### config.mk
export PLATFORM = sky130hd
export DESIGN_NAME = lfu_cache_lru_tiebreak
export DESIGN_NICKNAME = d
export VERILOG_FILES = /design/src/sv/lfu_pkg.sv /design/src/sv/lfu_cache_lru_tiebreak.sv /design/src/sv/lfu_scan.sv
export VERILOG_INCLUDE_DIRS = /design/src /design/src/sv
export SDC_FILE = /design/constraint.sdc
export NUM_CORES = 2
export LEC_CHECK = 0
export BUFFER_PORTS_ARGS = -buffer_cell sky130_fd_sc_hd__buf_2
export CORE_UTILIZATION = 40
export DETAILED_ROUTE_END_ITERATION = 12
export PLACE_DENSITY = 0.62
export REMOVE_ABC_BUFFERS = 1
export SLEW_MARGIN = 5
export SYNTH_ARGS = -nofsm -noshare
export SYNTH_HDL_FRONTEND = slang
export SYNTH_SLANG_ARGS = --single-unit
### constraint.sdc
create_clock -name clk -period 13.5 [get_ports clk]
set_clock_uncertainty 0.15 [all_clocks]
set_input_delay 2.7 -clock clk [delete_from_list [all_inputs] [get_ports clk]]
set_output_delay 2.7 -clock clk [all_outputs]
set_load 0.1 [all_outputs]
### src/sv/lfu_cache_lru_tiebreak_macros.svh
// Assertion helpers shared by the cache RTL.
`ifndef LFU_CACHE_LRU_TIEBREAK_MACROS_SVH
`define LFU_CACHE_LRU_TIEBREAK_MACROS_SVH

// Same-cycle implication, disabled during reset.
`define LFU_ASSERT_NOW(label, clk, rst_n, ante, cons) \
	label: assert property (@(posedge clk) disable iff (!rst_n) (ante) |-> (cons)) \
		else $error("assertion failed");

// Next-cycle implication, disabled during reset.
`define LFU_ASSERT_NEXT(label, clk, rst_n, ante, cons) \
	label: assert property (@(posedge clk) disable iff (!rst_n) (ante) |=> (cons)) \
		else $error("assertion failed");

`endif

### src/sv/lfu_pkg.sv
`default_nettype none

package lfu_pkg;

	// Store geometry
	localparam int ENTRIES = 16;
	localparam int IDX_W   = (ENTRIES > 1) ? $clog2(ENTRIES) : 1;
	localparam int CNT_W   = $clog2(ENTRIES + 1);
	localparam int CAP_W   = 5;
	localparam int KEY_W   = 32;
	localparam int DATA_W  = 32;
	localparam int USE_W   = 16;
	localparam int STAMP_W = 32;

	localparam logic [USE_W-1:0]  COUNT_MAX  = '1;
	localparam logic [DATA_W-1:0] MISS_VALUE = '1;
	localparam logic [CAP_W-1:0]  CAP_RESET  = CAP_W'(16);

	// Operation codes
	localparam logic FUNC_GET = 1'b0;
	localparam logic FUNC_PUT = 1'b1;

	typedef struct packed {
		logic                     func;
		logic signed [KEY_W-1:0]  key;
		logic signed [DATA_W-1:0] value;
	} req_t;

	typedef struct packed {
		logic                     hit;
		logic signed [DATA_W-1:0] read_value;
	} rsp_t;

	// One entry as seen by the scan unit
	typedef struct packed {
		logic               valid;
		logic [KEY_W-1:0]   key;
		logic [DATA_W-1:0]  data;
		logic [USE_W-1:0]   cnt;
		logic [STAMP_W-1:0] stamp;
	} entry_view_t;

	// Scan outcome handed back to the sequencer
	typedef struct packed {
		logic              match;
		logic [IDX_W-1:0]  match_idx;
		logic [DATA_W-1:0] match_data;
		logic [USE_W-1:0]  match_cnt;
		logic              victim_ok;
		logic [IDX_W-1:0]  victim_idx;
		logic              free_ok;
		logic [IDX_W-1:0]  free_idx;
		logic [CNT_W-1:0]  n_valid;
	} scan_res_t;

endpackage

`default_nettype wire

### src/sv/lfu_cache_lru_tiebreak.sv
`default_nettype none

// Fully associative key/value cache with least-frequently-used replacement,
// ties going to the least recently used entry. Raise start with a request
// while busy is low; the request is taken at that edge. With a nonzero
// capacity a single compare unit walks the store entry by entry for the
// key match, the eviction victim and the first free slot before the update;
// done pulses for exactly one cycle with rsp in the cycle after the update,
// and busy is already low then. With capacity zero, done pulses in the
// cycle after the accept. The receiver cannot stall: rsp is valid only
// while done is high. Capacity is written through cfg_we/cfg_wdata; the
// user must write it only while no request is in flight, as the block
// does not enforce this. No clearing pass is needed after reset.
module lfu_cache_lru_tiebreak (
	input  wire logic                        clk,
	input  wire logic                        arst_n,
	input  wire logic                        start,
	output logic                             busy,
	input  wire lfu_pkg::req_t               req,
	output logic                             done,
	output lfu_pkg::rsp_t                    rsp,
	input  wire logic                        cfg_we,
	input  wire logic [lfu_pkg::CAP_W-1:0]   cfg_wdata
);
	import lfu_pkg::*;

`include "lfu_cache_lru_tiebreak_macros.svh"

	typedef enum logic [2:0] {
		S_IDLE = 3'b001,
		S_SCAN = 3'b010,
		S_UPD  = 3'b100
	} state_t;

	state_t              state_q;
	logic [CAP_W-1:0]    cap_q;
	logic [STAMP_W-1:0]  op_clock_q;
	logic [IDX_W-1:0]    idx_q;
	req_t                req_q;
	logic                done_q;
	rsp_t                rsp_q;

	// Entry store
	logic [ENTRIES-1:0]  valid_q;
	logic [KEY_W-1:0]    key_q   [ENTRIES];
	logic [DATA_W-1:0]   data_q  [ENTRIES];
	logic [USE_W-1:0]    cnt_q   [ENTRIES];
	logic [STAMP_W-1:0]  stamp_q [ENTRIES];

	logic                accept;
	logic [CNT_W-1:0]    eff_cap;
	logic                scan_step;
	entry_view_t         ent;
	scan_res_t           sres;

	// Update decision
	logic                wr_en;
	logic                wr_new;
	logic [IDX_W-1:0]    wr_idx;
	logic [USE_W-1:0]    cnt_inc;

	assign busy   = (state_q != S_IDLE);
	assign accept = start && !busy;
	assign done   = done_q;
	assign rsp    = rsp_q;

	// Capacity saturates at the store size
	always_comb begin
		if (32'(cap_q) > ENTRIES) eff_cap = CNT_W'(ENTRIES);
		else eff_cap = CNT_W'(cap_q);
	end

	// Entry under the scan pointer
	assign scan_step = (state_q == S_SCAN);
	always_comb begin
		ent.valid = valid_q[idx_q];
		ent.key   = key_q[idx_q];
		ent.data  = data_q[idx_q];
		ent.cnt   = cnt_q[idx_q];
		ent.stamp = stamp_q[idx_q];
	end

	lfu_scan u_scan (
		.clk    (clk),
		.arst_n (arst_n),
		.clear  (accept),
		.step   (scan_step),
		.idx    (idx_q),
		.ent    (ent),
		.key    (req_q.key),
		.res    (sres)
	);

	// Where the update lands
	always_comb begin
		cnt_inc = (sres.match_cnt == COUNT_MAX) ? sres.match_cnt
			: sres.match_cnt + USE_W'(1);
		wr_new  = 1'b0;
		wr_idx  = sres.match_idx;
		wr_en   = 1'b0;
		if (sres.match) begin
			wr_en = 1'b1;
		end else if (req_q.func == FUNC_PUT) begin
			wr_new = 1'b1;
			if ((sres.n_valid >= eff_cap) && sres.victim_ok) begin
				wr_en  = 1'b1;
				wr_idx = sres.victim_idx;
			end else if (sres.free_ok) begin
				wr_en  = 1'b1;
				wr_idx = sres.free_idx;
			end
		end
	end

	// Sequencer
	always_ff @(posedge clk or negedge arst_n) begin
		if (!arst_n) begin
			state_q    <= S_IDLE;
			cap_q      <= CAP_RESET;
			op_clock_q <= '0;
			idx_q      <= '0;
			done_q     <= 1'b0;
			valid_q    <= '0;
		end else begin
			done_q <= 1'b0;
			if (cfg_we) cap_q <= cfg_wdata;
			unique case (state_q)
				S_IDLE: begin
					if (accept) begin
						if (eff_cap == '0) begin
							done_q <= 1'b1;
						end else begin
							op_clock_q <= op_clock_q + STAMP_W'(1);
							idx_q      <= '0;
							state_q    <= S_SCAN;
						end
					end
				end
				S_SCAN: begin
					if (idx_q == IDX_W'(ENTRIES - 1)) state_q <= S_UPD;
					else idx_q <= idx_q + IDX_W'(1);
				end
				S_UPD: begin
					if (wr_en && wr_new) valid_q[wr_idx] <= 1'b1;
					done_q  <= 1'b1;
					state_q <= S_IDLE;
				end
				default: state_q <= S_IDLE;
			endcase
		end
	end

	// Request capture, response and entry payload writes
	always_ff @(posedge clk) begin
		if (accept) begin
			req_q          <= req;
			rsp_q.hit      <= 1'b0;
			rsp_q.read_value <= (req.func == FUNC_PUT) ? '0 : MISS_VALUE;
		end
		if (state_q == S_UPD) begin
			if (sres.match && (req_q.func == FUNC_GET)) begin
				rsp_q.hit        <= 1'b1;
				rsp_q.read_value <= sres.match_data;
			end
			if (wr_en) begin
				stamp_q[wr_idx] <= op_clock_q;
				if (wr_new) begin
					key_q[wr_idx]  <= req_q.key;
					data_q[wr_idx] <= req_q.value;
					cnt_q[wr_idx]  <= USE_W'(1);
				end else begin
					cnt_q[wr_idx] <= cnt_inc;
					if (req_q.func == FUNC_PUT) data_q[wr_idx] <= req_q.value;
				end
			end
		end
	end

	// Checks
	`LFU_ASSERT_NOW(a_done_idle, clk, arst_n, done, !busy)
	`LFU_ASSERT_NEXT(a_upd_done, clk, arst_n, state_q == S_UPD, done && !busy)
	`LFU_ASSERT_NEXT(a_start_scan, clk, arst_n, accept && (eff_cap != '0),
		(state_q == S_SCAN) && (idx_q == '0))

endmodule

`default_nettype wire

### src/sv/lfu_scan.sv
`default_nettype none

// Walks the entries one per step: key match, LFU/LRU victim, first free slot.
module lfu_scan (
	input  wire logic                 clk,
	input  wire logic                 arst_n,
	input  wire logic                 clear,
	input  wire logic                 step,
	input  wire logic [lfu_pkg::IDX_W-1:0] idx,
	input  wire lfu_pkg::entry_view_t ent,
	input  wire logic [lfu_pkg::KEY_W-1:0] key,
	output lfu_pkg::scan_res_t        res
);
	import lfu_pkg::*;

	logic                match_q;
	logic [IDX_W-1:0]    match_idx_q;
	logic [DATA_W-1:0]   match_data_q;
	logic [USE_W-1:0]    match_cnt_q;
	logic                victim_ok_q;
	logic [IDX_W-1:0]    victim_idx_q;
	logic                free_ok_q;
	logic [IDX_W-1:0]    free_idx_q;
	logic [CNT_W-1:0]    n_valid_q;
	logic [USE_W-1:0]    vic_cnt_q;
	logic [STAMP_W-1:0]  vic_stamp_q;
	logic                is_match;
	logic                is_victim;
	logic                is_free;

	// Shared compare unit for the current entry
	always_comb begin
		is_match  = ent.valid && (ent.key == key) && !match_q;
		is_victim = ent.valid && (!victim_ok_q || (ent.cnt < vic_cnt_q) ||
			((ent.cnt == vic_cnt_q) && (ent.stamp < vic_stamp_q)));
		is_free   = !ent.valid && !free_ok_q;
	end

	// Accumulators
	always_ff @(posedge clk or negedge arst_n) begin
		if (!arst_n) begin
			match_q     <= 1'b0;
			victim_ok_q <= 1'b0;
			free_ok_q   <= 1'b0;
			n_valid_q   <= '0;
		end else if (clear) begin
			match_q     <= 1'b0;
			victim_ok_q <= 1'b0;
			free_ok_q   <= 1'b0;
			n_valid_q   <= '0;
		end else if (step) begin
			if (is_match) match_q <= 1'b1;
			if (is_victim) victim_ok_q <= 1'b1;
			if (is_free) free_ok_q <= 1'b1;
			if (ent.valid) n_valid_q <= n_valid_q + CNT_W'(1);
		end
	end

	// Payload side of the accumulators
	always_ff @(posedge clk) begin
		if (step) begin
			if (is_match) begin
				match_idx_q  <= idx;
				match_data_q <= ent.data;
				match_cnt_q  <= ent.cnt;
			end
			if (is_victim) begin
				victim_idx_q <= idx;
				vic_cnt_q    <= ent.cnt;
				vic_stamp_q  <= ent.stamp;
			end
			if (is_free) free_idx_q <= idx;
		end
	end

	always_comb begin
		res.match      = match_q;
		res.match_idx  = match_idx_q;
		res.match_data = match_data_q;
		res.match_cnt  = match_cnt_q;
		res.victim_ok  = victim_ok_q;
		res.victim_idx = victim_idx_q;
		res.free_ok    = free_ok_q;
		res.free_idx   = free_idx_q;
		res.n_valid    = n_valid_q;
	end

endmodule

`default_nettype wire

==> reports/qor.csv <==
metric,value,unit
outcome,"finished, final reports clean",
synth_area_per_cell,22.0,um2
drt_iter0_markers,3533,
boundaryPins,109,
setup_violations,0,
leakage,28.8,nW
power_density,172,nW/um2
rsz0062_at_grt,false,
syn_area,79400,um2
fin_area,90500,um2
rows,163,
clock_path_buffers,3,
place_area,83600,um2
io_buffers,108,
post_cts_resized,0,
drv_cap,0,
die_height,448,um
synth_edf_count,1965,
nets,3981,
cts_buffers,211,
routedWlPerCell,26.4,um
grt_pass1_wl,259000,um
antenna_found_initial,3,
syn_to_final_growth,14.0,%
min_period_over_period,49.7,%
drv_slew,0,
grt_max_degree,133,
fmax,149,MHz
synth_top_area_share,74.3,%
yosys_warnings,0,
critPathKind,register to register,
required,13.80,ns
yosysTopAreaCell,edfxtp_1,
ys.flop_type,edfxtp_1,
hold_viol,0,
ys_ff_latch,2067,
period_minus_slack,6.71,ns
cts_tree,done,
layout-drive-gt1-share,27.4,%
ctsHoldBuffers,0,
drc,0,
async_flop_share,3.34,%
synthTopCellsByArea,"edfxtp_1 74%, mux4_2 15%, dfrtp_1 2.1%",
core,197000,um2
clockRootBuffer,clkbuf_16,
fin_ws,6.79,ns
ir_drop,0.170,mV
wl,176000,um
via_count,36544,
viasPerCell,5.47,
die_area,200000,um2
hp-class,register to register,
grt_pass1_vias,38026,
grt_usage,17.7,%
clk_latency,0.85,ns
endpoint_kind,register,
cts-htree-levels,4,
synthesis.instances,3605,
dp_slack,6.30,ns
ys_types,74,
place.gp.congestion,0.771,
die_x,448,um
crit_path_max_fanout,53,
clkSinkCount,2067,
worst_ep_arrival_time,7.01,ns
drt_first_pass_iters,5,
fillerInstances,16248,
max-slew-margin-rel,20.5,%
cts_setup_buffers,0,
tns,0,ns
path_clk_slew,0.06,ns
tightest_slew,1.19,ns
overflow,0,
post-dp-hpwl,86800,um
initial_core_util,40.3,%
startpoint_type,register,
antenna_left,0,
ys_seq_area_share,77.3,%
[critical path: stages (launching register included)]
cell and delay, ns:
dfrtp_4 0.98, buf_4 0.73, buf_4 0.75, nor2b_1 0.76, a22o_1 0.28, nor3_1 0.05
a2111oi_1 0.90, o2111ai_1 0.36, a2111oi_2 0.29, and4_4 0.92
[placed cells by master (no fill, tap or decap), drive strengths merged, types with 4 or more instances in the layout]
| cell type | n |
|---|---|
| o21a | 5 |
| nand3 | 38 |
| xor2 | 29 |
| edfxtp | 1965 |
| nor3 | 15 |
| o21bai | 16 |
| inv | 78 |
| and4 | 6 |
| ha | 56 |
| buf | 192 |
| clkbuf | 266 |
| clkinvlp | 6 |
| dfrtp | 67 |
| mux4 | 521 |
| xnor2 | 46 |
| mux2i | 77 |
| a21oi | 94 |
| and2 | 4 |
| clkinv | 105 |
| o211ai | 8 |
| bufinv | 16 |
| a22oi | 9 |
| and3 | 16 |
| nand4 | 21 |
| nor2 | 139 |
| o21ai | 27 |
| a22o | 4 |
| mux2 | 5 |
| a2111oi | 7 |
| o2bb2ai | 4 |
| or3 | 4 |
| dfxtp | 33 |
| nor2b | 12 |
| nand2 | 71 |
| a21o | 12 |
| nand2b | 5 |
[cell families (layout without fill, tap and decap cells)]
group | after synthesis | in the layout | share of synthesized area, %
XOR/XNOR | 75 | 75 | 0.827
adder cells (fa/ha/maj) | 56 | 56 | 0.882
AO/OA/AOI/OAI | 228 | 228 | 1.87
multiplexers | 603 | 603 | 15.8
buffers and inverters | 229 | 663 | 1.25
other | 0 | 1 | 0
flip-flops | 2067 | 2067 | 77.3
AND/OR/NAND/NOR | 347 | 347 | 2.04
[cells in the mapped netlist (38+ instances only)]
| library cell | n |
|---|---|
| clkbuf_1 | 66 |
| edfxtp_1 | 1965 |
| mux2i_1 | 77 |
| a21oi_1 | 94 |
| nand3_1 | 38 |
| xnor2_1 | 46 |
| dfrtp_1 | 67 |
| nor2_1 | 137 |
| mux4_2 | 521 |
| nand2_1 | 71 |
| buf_2 | 54 |
| inv_1 | 67 |
| ha_1 | 56 |
[stage by stage]
stage / total power, W / utilization, % / hold WS, ns / cells
2_1_floorplan: 0.0102 / - / 0.288 / 3446
3_3_place_gp: 0.0100 / 42.4 / 0.290 / 6278
3_5_place_dp: 0.0100 / 42.4 / 0.292 / 6278
4_1_cts: 0.0158 / 45.9 / 0.302 / 6679
5_1_grt: 0.0161 / 45.9 / 0.339 / 6679
6_report: 0.0156 / 45.9 / 0.294 / 6680
[where the power goes]
group | internal, W | switching [W]
Sequential | 0.00732 | 0.000326
Combinational | 0.000896 | 0.00133
Clock | 0.00329 | 0.00244
[path summary, 6_finish.rpt]
path	from	to	slack (ns)	cells past startpoint
worst max register to register	idx_q[0]$_DFFE_PN0P_	u_scan.match_data_q[15]$_DFFE_PP_	6.79	9
worst max-delay path	idx_q[0]$_DFFE_PN0P_	u_scan.match_data_q[15]$_DFFE_PP_	6.79	9
max in group asynchronous	arst_n	idx_q[1]$_DFFE_PN0P_	10.36	2
worst min register to register	rsp[32]$_DFF_P_	rsp[32]$_DFF_P_	0.29	2
min in group asynchronous	arst_n	op_clock_q[5]$_DFFE_PN0P_	1.52	1
worst min-delay path	rsp[32]$_DFF_P_	rsp[32]$_DFF_P_	0.29	2
[flip-flops by register name, indices dropped and copies added, names as in the netlist, 33 cells and up]
name     flops
cnt_q      256
data_q     512
key_q      512
req_q       65
rsp         33
stamp_q    512
[layer usage]
metal / GRT usage [%] / wire [um]
met1: 23.7 / 73100
met2: 30.1 / 89100
met3: 2.83 / 9770
met4: 5.02 / 4180
met5: 0 / 0
[area by class of cell]
cell class	instances	area [um2]	area share [%]
flip-flops and latches	2067	61400	67.8
multi-input cells	1309	17400	19.2
clock buffers	266	5670	6.26
well taps	2640	3300	3.65
clock inverters	135	1230	1.35
repair buffers	192	1210	1.34
inverters	70	273	0.301
diodes	1	2.50	0.00276
Note: power is estimated with default switching activity, not from simulation.
